<file path="src/sv/pltc_pkg.sv">
// Shared types and constants for the piecewise linear tone curve.
package pltc_pkg;

   localparam int NUM_POINTS   = 6;
   localparam int PIX_W        = 8;
   localparam int CSR_IDX_W    = 3;
   localparam int CSR_DATA_W   = 16;
   localparam int COUNT_W      = 3;
   localparam int QUO_W        = 8;
   localparam int DIV_STAGES   = 4;
   localparam int DIV_BITS     = QUO_W / DIV_STAGES;
   localparam int DVD_W        = 17;
   localparam int DVS_W        = 9;
   localparam int PROD_W       = 18;

   localparam logic [COUNT_W-1:0] MAX_POINTS = COUNT_W'(NUM_POINTS);

   localparam logic [CSR_IDX_W-1:0] CSR_POINT_COUNT = 3'd0;
   localparam logic [CSR_IDX_W-1:0] CSR_POINT_0     = 3'd1;
   localparam logic [CSR_IDX_W-1:0] CSR_POINT_5     = 3'd6;

   typedef struct packed {
      logic [PIX_W-1:0] level;
      logic [PIX_W-1:0] level_out;
   } point_type;

endpackage

</file>
<file path="src/sv/piecewise_linear_tone_curve.sv">
// Top level: tone curve lookup, interpolation and pipelined rounding divider.
// One pixel is accepted every cycle while busy is low.
// Depth is set by segment select, setup, multiply, sum, then 4 divider stages
// of 2 quotient bits each. The receiver cannot stall; results are strobed.
// Reset (synchronous, active high) empties the pipe, holds busy high, and loads
// point_count = 2, point_1 = 0xFFFF, all other points 0.
module piecewise_linear_tone_curve (
   input  logic                             clock,
   input  logic                             reset,
   input  logic                             start,
   output logic                             busy,
   input  logic [pltc_pkg::PIX_W-1:0]       req_pixel_in,
   output logic                             rsp_valid,
   output logic [pltc_pkg::PIX_W-1:0]       rsp_pixel_out,
   input  logic                             csr_we,
   input  logic [pltc_pkg::CSR_IDX_W-1:0]   csr_index,
   input  logic [pltc_pkg::CSR_DATA_W-1:0]  csr_wdata
);
   import pltc_pkg::*;

   logic [COUNT_W-1:0] count_ff;
   point_type          point_ff [NUM_POINTS];

   // stage 1: segment select
   logic               s1_vld_ff;
   logic [PIX_W-1:0]   s1_px_ff, s1_r1_ff, s1_s1_ff, s1_r2_ff, s1_s2_ff;
   logic [PIX_W-1:0]   s1_px_in, s1_r1_in, s1_s1_in, s1_r2_in, s1_s2_in;
   // stage 2: differences
   logic               s2_vld_ff;
   logic [PIX_W-1:0]   s2_den_ff, s2_d_ff, s2_s1_ff;
   logic signed [PIX_W:0] s2_diff_ff;
   // stage 3: products
   logic               s3_vld_ff;
   logic signed [PROD_W-1:0] s3_prod_ff;
   logic [2*PIX_W-1:0] s3_s1den_ff;
   logic [PIX_W-1:0]   s3_den_ff;
   // divider
   logic               div_vld_ff [DIV_STAGES+1];
   logic [QUO_W-1:0]   div_q_ff   [DIV_STAGES+1];
   logic [DVD_W-1:0]   div_rem_ff [DIV_STAGES];
   logic [DVS_W-1:0]   div_dvs_ff [DIV_STAGES];
   logic [QUO_W-1:0]   div_q_in   [DIV_STAGES];
   logic [DVD_W-1:0]   div_rem_in [DIV_STAGES-1];
   logic signed [PROD_W-1:0] base_sum;
   logic [DVD_W-1:0]   dvd_in;

   logic               accept;

   assign busy   = reset;
   assign accept = start && !busy;

   // configuration registers
   always_ff @(posedge clock) begin
      if (reset) begin
         count_ff <= COUNT_W'(2);
         for (int i = 0; i < NUM_POINTS; i++) begin
            point_ff[i] <= '0;
         end
         point_ff[1] <= '1;
      end else if (csr_we) begin
         if (csr_index == CSR_POINT_COUNT) begin
            count_ff <= csr_wdata[COUNT_W-1:0];
         end else if (csr_index inside {[CSR_POINT_0:CSR_POINT_5]}) begin
            point_ff[csr_index - CSR_POINT_0] <= csr_wdata;
         end
      end
   end

   // stage 1: first point at or above the pixel; non-interpolating cases are
   // folded into a flat segment (r1=0, r2=1, s1=s2=value) so all share one path
   always_comb begin
      logic [COUNT_W-1:0] n;
      logic               found;
      logic [COUNT_W-1:0] idx;
      logic [COUNT_W-1:0] lo_idx;
      logic [COUNT_W-1:0] last;
      logic [PIX_W-1:0]   flat;
      logic               interp;
      n      = (count_ff > MAX_POINTS) ? MAX_POINTS : count_ff;
      found  = 1'b0;
      idx    = '0;
      for (int i = 0; i < NUM_POINTS; i++) begin
         if (!found && (COUNT_W'(i) < n) && (point_ff[i].level >= req_pixel_in)) begin
            found = 1'b1;
            idx   = COUNT_W'(i);
         end
      end
      lo_idx = idx - COUNT_W'(1);
      last   = n - COUNT_W'(1);
      interp = 1'b0;
      if (n == '0) begin
         flat = req_pixel_in;
      end else if (!found) begin
         flat = point_ff[last].level_out;
      end else if (idx == '0) begin
         flat = point_ff[0].level_out;
      end else begin
         flat   = '0;
         interp = 1'b1;
      end
      if (interp) begin
         s1_px_in = req_pixel_in;
         s1_r1_in = point_ff[lo_idx].level;
         s1_s1_in = point_ff[lo_idx].level_out;
         s1_r2_in = point_ff[idx].level;
         s1_s2_in = point_ff[idx].level_out;
      end else begin
         s1_px_in = '0;
         s1_r1_in = '0;
         s1_s1_in = flat;
         s1_r2_in = PIX_W'(1);
         s1_s2_in = flat;
      end
   end

   always_ff @(posedge clock) begin
      s1_px_ff <= s1_px_in;
      s1_r1_ff <= s1_r1_in;
      s1_s1_ff <= s1_s1_in;
      s1_r2_ff <= s1_r2_in;
      s1_s2_ff <= s1_s2_in;
      s2_den_ff  <= s1_r2_ff - s1_r1_ff;
      s2_d_ff    <= s1_px_ff - s1_r1_ff;
      s2_s1_ff   <= s1_s1_ff;
      s2_diff_ff <= $signed({1'b0, s1_s2_ff}) - $signed({1'b0, s1_s1_ff});
      s3_prod_ff  <= PROD_W'($signed({1'b0, s2_d_ff}) * s2_diff_ff);
      s3_s1den_ff <= s2_s1_ff * s2_den_ff;
      s3_den_ff   <= s2_den_ff;
   end

   // stage 4: dividend 2*base + den, divisor 2*den
   assign base_sum = $signed({2'b00, s3_s1den_ff}) + s3_prod_ff;
   assign dvd_in   = {base_sum[2*PIX_W-1:0], 1'b0} + DVD_W'(s3_den_ff);

   always_ff @(posedge clock) begin
      div_rem_ff[0] <= dvd_in;
      div_dvs_ff[0] <= {s3_den_ff, 1'b0};
      div_q_ff[0]   <= '0;
      for (int s = 1; s < DIV_STAGES; s++) begin
         div_rem_ff[s] <= div_rem_in[s-1];
         div_dvs_ff[s] <= div_dvs_ff[s-1];
      end
      for (int s = 0; s < DIV_STAGES; s++) begin
         div_q_ff[s+1] <= div_q_in[s];
      end
   end

   // restoring division, quotient known to fit QUO_W bits
   always_comb begin
      logic [DVD_W-1:0] rem;
      logic [QUO_W-1:0] q;
      logic [DVD_W-1:0] trial;
      int               k;
      for (int s = 0; s < DIV_STAGES; s++) begin
         rem = div_rem_ff[s];
         q   = div_q_ff[s];
         for (int b = 0; b < DIV_BITS; b++) begin
            k     = QUO_W - 1 - s * DIV_BITS - b;
            trial = DVD_W'(div_dvs_ff[s]) << k;
            if (rem >= trial) begin
               rem  = rem - trial;
               q[k] = 1'b1;
            end
         end
         div_q_in[s] = q;
         if (s < DIV_STAGES - 1) begin
            div_rem_in[s] = rem;
         end
      end
   end

   always_ff @(posedge clock) begin
      if (reset) begin
         s1_vld_ff <= 1'b0;
         s2_vld_ff <= 1'b0;
         s3_vld_ff <= 1'b0;
         for (int s = 0; s <= DIV_STAGES; s++) begin
            div_vld_ff[s] <= 1'b0;
         end
      end else begin
         s1_vld_ff     <= accept;
         s2_vld_ff     <= s1_vld_ff;
         s3_vld_ff     <= s2_vld_ff;
         div_vld_ff[0] <= s3_vld_ff;
         for (int s = 0; s < DIV_STAGES; s++) begin
            div_vld_ff[s+1] <= div_vld_ff[s];
         end
      end
   end

   assign rsp_valid     = div_vld_ff[DIV_STAGES];
   assign rsp_pixel_out = div_q_ff[DIV_STAGES];

endmodule

</file>
<file path="config.mk">
export PLATFORM = sky130hd
export DESIGN_NAME = piecewise_linear_tone_curve
export DESIGN_NICKNAME = d
export VERILOG_FILES = /design/src/sv/pltc_pkg.sv /design/src/sv/piecewise_linear_tone_curve.sv
export SDC_FILE = /design/constraint.sdc
export NUM_CORES = 1
export LEC_CHECK = 0
export CAP_MARGIN = 20
export CORE_MARGIN = 2
export CORE_UTILIZATION = 45
export CTS_CLUSTER_SIZE = 14
export DETAILED_ROUTE_END_ITERATION = 7
export DONT_BUFFER_PORTS = 1
export GPL_TIMING_DRIVEN = 0
export SETUP_SLACK_MARGIN = 0.02
export SYNTH_ARGS = -nofsm -noshare
export SYNTH_HDL_FRONTEND = slang
export SYNTH_SLANG_ARGS = --single-unit
</file>
<file path="constraint.sdc">
create_clock -name clock -period 5.1 [get_ports clock]
set_input_delay 1.02 -clock clock [delete_from_list [all_inputs] [get_ports clock]]
set_output_delay 1.02 -clock clock [all_outputs]
set_load 0.02 [all_outputs]
</file>
**Word-level counts from Yosys, hierarchy flattened**

Memory sizes are Yosys's and may differ from the RTL's.
Index checks and enable logic that the tools add are counted.

- Add/subtract/negate cells: 15
- $mul: 2
- Order comparisons: 23
- Multiplexer cells: 52
- Bitwise operators: 6
- Reductions and logical operators: 24

Operators with widths:

| cell | count |
|---|---|
| 2-to-1 mux 17 bit | 7 |
| >= comparator 8 bit | 6 |
| 2-to-1 mux 8 bit | 5 |
| 2-to-1 mux 1 bit | 32 |
| 2-to-1 mux 16 bit | 2 |
| adder 17 x 8 -> 17 bit | 1 |
| >= comparator 17 x 10 -> 1 bit | 1 |
| >= comparator 17 x 11 -> 1 bit | 1 |
| >= comparator 17 x 12 -> 1 bit | 1 |
| >= comparator 17 x 13 -> 1 bit | 1 |
| >= comparator 17 x 14 -> 1 bit | 1 |
| >= comparator 17 x 15 -> 1 bit | 1 |
| >= comparator 17 x 16 -> 1 bit | 1 |
| >= comparator 17 x 9 -> 1 bit | 1 |
| subtractor 17 x 10 -> 17 bit | 1 |
| subtractor 17 x 11 -> 17 bit | 1 |
| subtractor 17 x 12 -> 17 bit | 1 |
| subtractor 17 x 13 -> 17 bit | 1 |
| subtractor 17 x 14 -> 17 bit | 1 |
| subtractor 17 x 15 -> 17 bit | 1 |
| subtractor 17 x 16 -> 17 bit | 1 |
| adder 16 bit | 1 |
| multiplier 8 x 8 -> 16 bit | 1 |
| multiplier 9 x 9 -> 16 bit | 1 |
| other kinds (17) | 51 |

- Flip-flop bits (word level): 119
- RAM bits: 245
- Input bits: 31
- Output and inout port bits: 10
- Logic and storage cells: 143
- Memories: 5

Memory list:

| name | depth | bits a word | read ports | clocked after memory_dff | write ports | RTL line | text |
|---|---|---|---|---|---|---|---|
| point_ff | 6 | 16 | 9 | 0 | 6 | piecewise_linear_tone_curve.sv:22 | `point_type point_ff [NUM_POINTS];` |
| div_rem_ff | 4 | 17 | 4 | 0 | 4 | piecewise_linear_tone_curve.sv:40 | `logic [DVD_W-1:0] div_rem_ff [DIV_STAGES];` |
| div_q_ff | 5 | 8 | 5 | 0 | 5 | piecewise_linear_tone_curve.sv:39 | `logic [QUO_W-1:0] div_q_ff [DIV_STAGES+1];` |
| div_dvs_ff | 4 | 9 | 4 | 0 | 4 | piecewise_linear_tone_curve.sv:41 | `logic [DVS_W-1:0] div_dvs_ff [DIV_STAGES];` |
| div_vld_ff | 5 | 1 | 5 | 0 | 5 | piecewise_linear_tone_curve.sv:38 | `logic div_vld_ff [DIV_STAGES+1];` |

**Depth between registers and ports, before layout**

- Depth after elaboration: 30
- Gate-level depth with buffers: 22
- Mapped depth without buffers: 21

**Worst setup path after synthesis**

No wires, ideal clock.

- Path kind: reg-to-reg
- Start: register s2_diff_ff[8]
- End: register s3_prod_ff[15]
- Library setup time: 0.122 ns
- Arrival: 4.530 ns
- Required time: 4.978 ns
- Slack: 0.448 ns
- Stages on the path, launching flop included: 19
- Path buffers: 0
- Clock period less this slack: 4.652 ns
- Path through: dfxtp_1 > nor2b_1 > fa_1 > fa_1 > fa_1 > inv_1 > fa_1 > inv_1 > fa_1 > ha_1 > inv_1 > nor2_1 > nor2_1 > o21bai_1 > a21oi_1 > o21bai_1 > a21oi_1 > o21ai_0 > xnor2_1

- Cells in the longest elaborated chain, start to end: 1

Ends and longest elaborated chain:

| element | RTL line | text |
|---|---|---|
| from (decl) | piecewise_linear_tone_curve.sv:31 | `logic signed [PIX_W:0] s2_diff_ff;` |
| from (signal assigned) | piecewise_linear_tone_curve.sv:125 | `s2_diff_ff <= $signed({1'b0, s1_s2_ff}) - $signed({1'b0, s1_s1_ff});` |
| multiplier 9 x 9 -> 16 bit | piecewise_linear_tone_curve.sv:126 | `s3_prod_ff <= PROD_W'($signed({1'b0, s2_d_ff}) * s2_diff_ff);` |
| to (signal assigned) | piecewise_linear_tone_curve.sv:126 |  |
| to (decl) | piecewise_linear_tone_curve.sv:34 | `logic signed [PROD_W-1:0] s3_prod_ff;` |

Every way passes these cells.
A chain may end at the register's enable or synchronous reset.

**Worst setup path in the final report**

- Start: input port req_pixel_in[7] (netlist name)
- End: register s1_s2_ff[7]

- Cells in the longest elaborated chain, start to end: 28
- Elaborated cells on any way between the ends: 42
- Classes of those cells: 6 x order compare; 18 x mux; 17 x reduce/logical; 1 x memory

Ends and longest elaborated chain:

| element | RTL line | text |
|---|---|---|
| from (decl) | piecewise_linear_tone_curve.sv:12 | `input logic [pltc_pkg::PIX_W-1:0] req_pixel_in,` |
| >= comparator 8 bit | piecewise_linear_tone_curve.sv:83 | `if (!found && (COUNT_W'(i) < n) && (point_ff[i].level >= req_pixel_in)) begin` |
| logical AND 1 bit | piecewise_linear_tone_curve.sv:83 |  |
| 2-to-1 mux 1 bit | piecewise_linear_tone_curve.sv:83 |  |
| zero test 1 bit | piecewise_linear_tone_curve.sv:83 |  |
| logical AND 1 bit (2 in series) | piecewise_linear_tone_curve.sv:83 |  |
| 2-to-1 mux 1 bit | piecewise_linear_tone_curve.sv:83 |  |
| zero test 1 bit | piecewise_linear_tone_curve.sv:83 |  |
| logical AND 1 bit (2 in series) | piecewise_linear_tone_curve.sv:83 |  |
| [... 10 more ...] | -- |  |
| logical AND 1 bit (2 in series) | piecewise_linear_tone_curve.sv:83 |  |
| 2-to-1 mux 3 bit | piecewise_linear_tone_curve.sv:83 |  |
| zero test 3 bit | piecewise_linear_tone_curve.sv:95 | `end else if (idx == '0) begin` |
| 2-to-1 mux 8 bit / 2-to-1 mux 1 bit (equally long branches) | piecewise_linear_tone_curve.sv:95 |  |
| 2-to-1 mux 8 bit / 2-to-1 mux 1 bit (equally long branches) | piecewise_linear_tone_curve.sv:93 | `end else if (!found) begin` |
| 2-to-1 mux 8 bit / 2-to-1 mux 1 bit (equally long branches) | piecewise_linear_tone_curve.sv:91 | `if (n == '0) begin` |
| 2-to-1 mux 8 bit (*) | piecewise_linear_tone_curve.sv:101 | `if (interp) begin` |
| named net s1_s2_in[7] | piecewise_linear_tone_curve.sv:27 | `logic [PIX_W-1:0] s1_px_in, s1_r1_in, s1_s1_in, s1_r2_in, s1_s2_in;` |
| to (signal assigned) | piecewise_linear_tone_curve.sv:121 | `s1_s2_ff <= s1_s2_in;` |
| to (decl) | piecewise_linear_tone_curve.sv:26 | `logic [PIX_W-1:0] s1_px_ff, s1_r1_ff, s1_s1_ff, s1_r2_ff, s1_s2_ff;` |

Mark *: on every way through the listed nets, which the timed path passes. The rest lies on a longest branch.

==> summary.txt <==
Flow run
  – Number of max-capacitance violations reported: 0

Placed design
  – Pre-CTS WS: -1.12 ns
  – Final weighted congestion in routability-driven placement: 0.916
  – # placed instances: 3004
  – Count of port buffers added during placement: 0
  – Total half-perimeter wirelength after legalization and detailed placement: 45500 microns

Logic synthesis
  – Cell taking the most area after synthesis: sky130_fd_sc_hd__dfxtp_1
  – Count of flip-flops with a built-in enable after synthesis: 112
  – Flip-flop and latch count after synthesis: 368
  – Cell area after synthesis: 23200 sq um
  – Post-Synthesis Mean Instance Area: 10.0 sq um
  – Top post-synthesis cells by area: sky130_fd_sc_hd__dfxtp_1 22%, sky130_fd_sc_hd__edfxtp_1 14%, sky130_fd_sc_hd__ha_1 13%
  – Unique cell type count in the Yosys netlist: 87
  – Most used flip-flop cell after synthesis: sky130_fd_sc_hd__dfxtp_1
  – Async S/R FF share, synth: 0%
  – Seq/Total Area, Yosys: 36.5%
  – Count of synthesis-stage warnings from yosys: 0
  – Synthesized Nets: 2681
  – Synth top area share: 22.1%
  – Instance count of the mapped netlist: 2318

Route
  – Residual DRC count: 0
  – Drt wl/cell: 19.0 microns
  – Aggregate routed wire length: 58600 microns
  – Vias: 16800
  – Drt first pass iters: 5
  – Number of violations reported at the end of detailed-routing iteration 0: 1146
  – Vias per inst: 5.45
  – Remaining antenna violation count: 0

Floorplan
  – Area of the core: 51200 sq um
  – Total die area: 53400 sq um
  – Number of rows in the core area: 83
  – Initial core utilization: 45.4%
  – Die width: 231 microns
  – Top-level I/O count: 41
  – Die height: 231 microns

Critical path
  – Type of destination of the critical path: register
  – Critical Path, Cell by Cell: clkinvlp_4 -> ha_1 -> nand4_1 -> o211ai_1 -> mux2i_2 -> o41ai_2 -> buf_4 -> inv_1 -> buf_2 -> ha_1 -> ha_1 -> clkbuf_1 -> nor2_1 -> a221oi_1
  – Required time reported for the critical path endpoint: 5.51 ns
  – Setup slack, reg-to-reg: 0.22 ns
  – Count of buffer and inverter cells on the critical path: 5
  – Arrival time at the worst endpoint: 5.35 ns
  – Length in cells of the worst reg-to-reg path: 16
  – Dominant delay contributor by cell family on the critical path: compound AO/OA/AOI/OAI gates
  – Maximum fanout along the worst path: 10
  – Worst Path Class, Setup: in -> reg
  – Cell with the biggest individual delay on the critical path: sky130_fd_sc_hd__o211ai_1
  – Source of the worst register-to-register timing path: point_ff[0][8]
  – Destination of the worst register-to-register timing path: s1_s2_ff[7]
  – Highest cell delay on the worst timing path: 0.60 ns
  – Most frequent CP cell: sky130_fd_sc_hd__ha_1
  – Type of element launching the critical path: input pin

Timing
  – Time the worst path needs with I/O delays and setup: 4.94 ns
  – Worst-margin pin slew: 0.980 ns
  – Minimum setup slack in the final design: 0.163 ns
  – Count of final hold-check violations: 0
  – Worst Skew: 0.0255 ns
  – Count of pins over their slew limit: 0
  – # setup viols final: 0
  – Maximum clock frequency: 203 MHz
  – Max_slew headroom: 33.8%
  – Setup repair after global routing missed its margin: no
  – Part of the cycle the worst path needs: 96.8%

Clock network
  – Cts hold-fix bufs: 0
  – TritonCTS sink count: 368
  – Source-to-sink clock delay at the later pin of the worst-skew pair: 0.59 ns
  – Register clock-pin slew on the reported worst setup and hold paths: 0.05 ns
  – Cell at the root of the clock tree: sky130_fd_sc_hd__clkbuf_16
  – Maximum buffer depth of the clock tree: 3
  – H-tree levels: 2
  – Number of buffers created by CTS: 42
  – CTS tree: built

Status
  – Run status: completed

Global route
  – Number of antenna violations at the first check in global routing: 1
  – Number of global-route vias before repair: 17100
  – Overall track demand over capacity in global routing: 22.2%
  – Leftover overflow at the end of global routing: 0
  – Pin count of the biggest net entering global routing: 17
  – First-pass GRT wire length: 93300 microns

Layout
  – Final Non-Filler Cells: 3082
  – Fraction of layout cells with a size suffix above 1: 9.37%
  – Most frequent cells in the layout: 253 x sky130_fd_sc_hd__inv_1, 241 x sky130_fd_sc_hd__ha_1, 241 x sky130_fd_sc_hd__dfxtp_1, 168 x sky130_fd_sc_hd__nor2_1, 151 x sky130_fd_sc_hd__nand2_1
  – Area added between synthesis and finish: 10.5%
  – Leading cell type in the layout, fill and taps excluded: sky130_fd_sc_hd__inv_1
  – Final net count: 2732

Min path
  – Destination of the worst hold path: div_q_ff[0][38]
  – Worst Hold Launch: div_q_ff[0][30]
  – Hold Path Depth: 0
  – Class of the most critical hold timing path: reg -> reg
## timing repair
| item | CTS | global route |
|---|---|---|
| resized for setup | 16 | 37 |
| hold endpoints to repair | 0 | 0 |
| setup buffers | 1 | 5 |
| pin swaps | 2 | 5 |
| setup endpoints to repair | 53 | 63 |
## state kept, by name, summed over array words and instances (netlist names)
name / flops
s1_r1_ff: 8
s2_diff_ff: 9
div_dvs_ff: 28
s3_den_ff: 8
s2_d_ff: 8
s1_s2_ff: 8
count_ff: 3
s2_vld_ff: 1
s2_den_ff: 8
point_ff: 128
s1_px_ff: 8
s3_prod_ff: 16
s1_r2_ff: 8
s2_s1_ff: 8
div_q_ff: 20
s3_vld_ff: 1
div_rem_ff: 68
s1_vld_ff: 1
div_vld_ff: 5
s1_s1_ff: 8
s3_s1den_ff: 16
## metal layers
layer  global-route usage [%]  vias to the layer above  wire, microns
met5                        0                        -             15
met4                     7.84                        2           1860
met3                     3.25                      127           3120
met2                     36.6                      443          26800
met1                     29.8                     8060          26900
li1                         -                     8177              -
## per-stage QoR
stage | setup TNS (ns) | utilization [%] | hold slack [ns] | area [sq um]
final | 0 | 50.1 | 0.324 | 25700
after floorplan | 0 | - | 0.310 | 23200
after global placement | -30.43 | 47.0 | 0.312 | 24100
after detailed placement | -27.90 | 47.2 | 0.312 | 24100
after CTS | 0 | 49.9 | 0.325 | 25500
after global routing | 0 | 50.1 | 0.330 | 25700
## cell families after synthesis
group                    count (synthesis)  share of synthesized area [%]
adder cells (fa/ha/maj)                332                           20.8
multiplexers                           128                           7.11
AO/OA/AOI/OAI                          453                           13.0
XOR/XNOR                               107                           4.09
buffers and inverters                  321                           5.51
AND/OR/NAND/NOR                        609                           12.9
flip-flops                             368                           36.5
## worst max path at each step
stage                           startpoint                to  cells after the start
final                      req_pixel_in[7]       s1_s2_ff[7]                     14
after global routing      div_dvs_ff[2][6]  div_rem_ff[3][8]                     20
after CTS                       s2_d_ff[3]    s3_prod_ff[15]                     18
after detailed placement   req_pixel_in[7]       s1_s2_ff[2]                     17
after global placement     req_pixel_in[7]       s1_s1_ff[3]                     14
after floorplan              s2_diff_ff[8]    s3_prod_ff[15]                     18
## cell usage after synthesis (9+ instances only)
master,n
sky130_fd_sc_hd__inv_1,254
sky130_fd_sc_hd__mux2i_1,69
sky130_fd_sc_hd__o21bai_1,16
sky130_fd_sc_hd__dfxtp_1,256
sky130_fd_sc_hd__o21a_1,21
sky130_fd_sc_hd__fa_1,91
sky130_fd_sc_hd__nor3_1,44
sky130_fd_sc_hd__a21oi_1,118
sky130_fd_sc_hd__nand2b_1,29
sky130_fd_sc_hd__xnor2_1,66
sky130_fd_sc_hd__o22ai_1,13
sky130_fd_sc_hd__a211o_1,21
sky130_fd_sc_hd__xor2_1,40
sky130_fd_sc_hd__nor2_1,170
sky130_fd_sc_hd__ha_1,241
sky130_fd_sc_hd__mux4_2,25
sky130_fd_sc_hd__a211oi_1,15
sky130_fd_sc_hd__a22oi_1,11
sky130_fd_sc_hd__nand2_1,152
sky130_fd_sc_hd__nand3_1,16
sky130_fd_sc_hd__nand4_1,17
sky130_fd_sc_hd__buf_4,15
sky130_fd_sc_hd__a221oi_1,9
sky130_fd_sc_hd__mux2_2,30
sky130_fd_sc_hd__nor4_1,10
sky130_fd_sc_hd__o21ai_0,90
sky130_fd_sc_hd__a21o_1,44
sky130_fd_sc_hd__nor2b_1,47
sky130_fd_sc_hd__edfxtp_1,112
sky130_fd_sc_hd__a22o_1,20
sky130_fd_sc_hd__and2_1,76
sky130_fd_sc_hd__clkbuf_1,39
## layout make-up
type                    instances  area [sq um]
well taps                     680           851
flip-flops and latches        368          8520
repair buffers                 12           114
clock inverters                27           263
plain buffers                  59           302
diodes                          1          2.50
multi-input cells            1629         13500
inverters                     257           971
fillers                      4665         25500
clock buffers                  49          1120
Power is not shown: default switching activity piles up to over one toggle a cycle in this logic, so the estimate is an artifact.
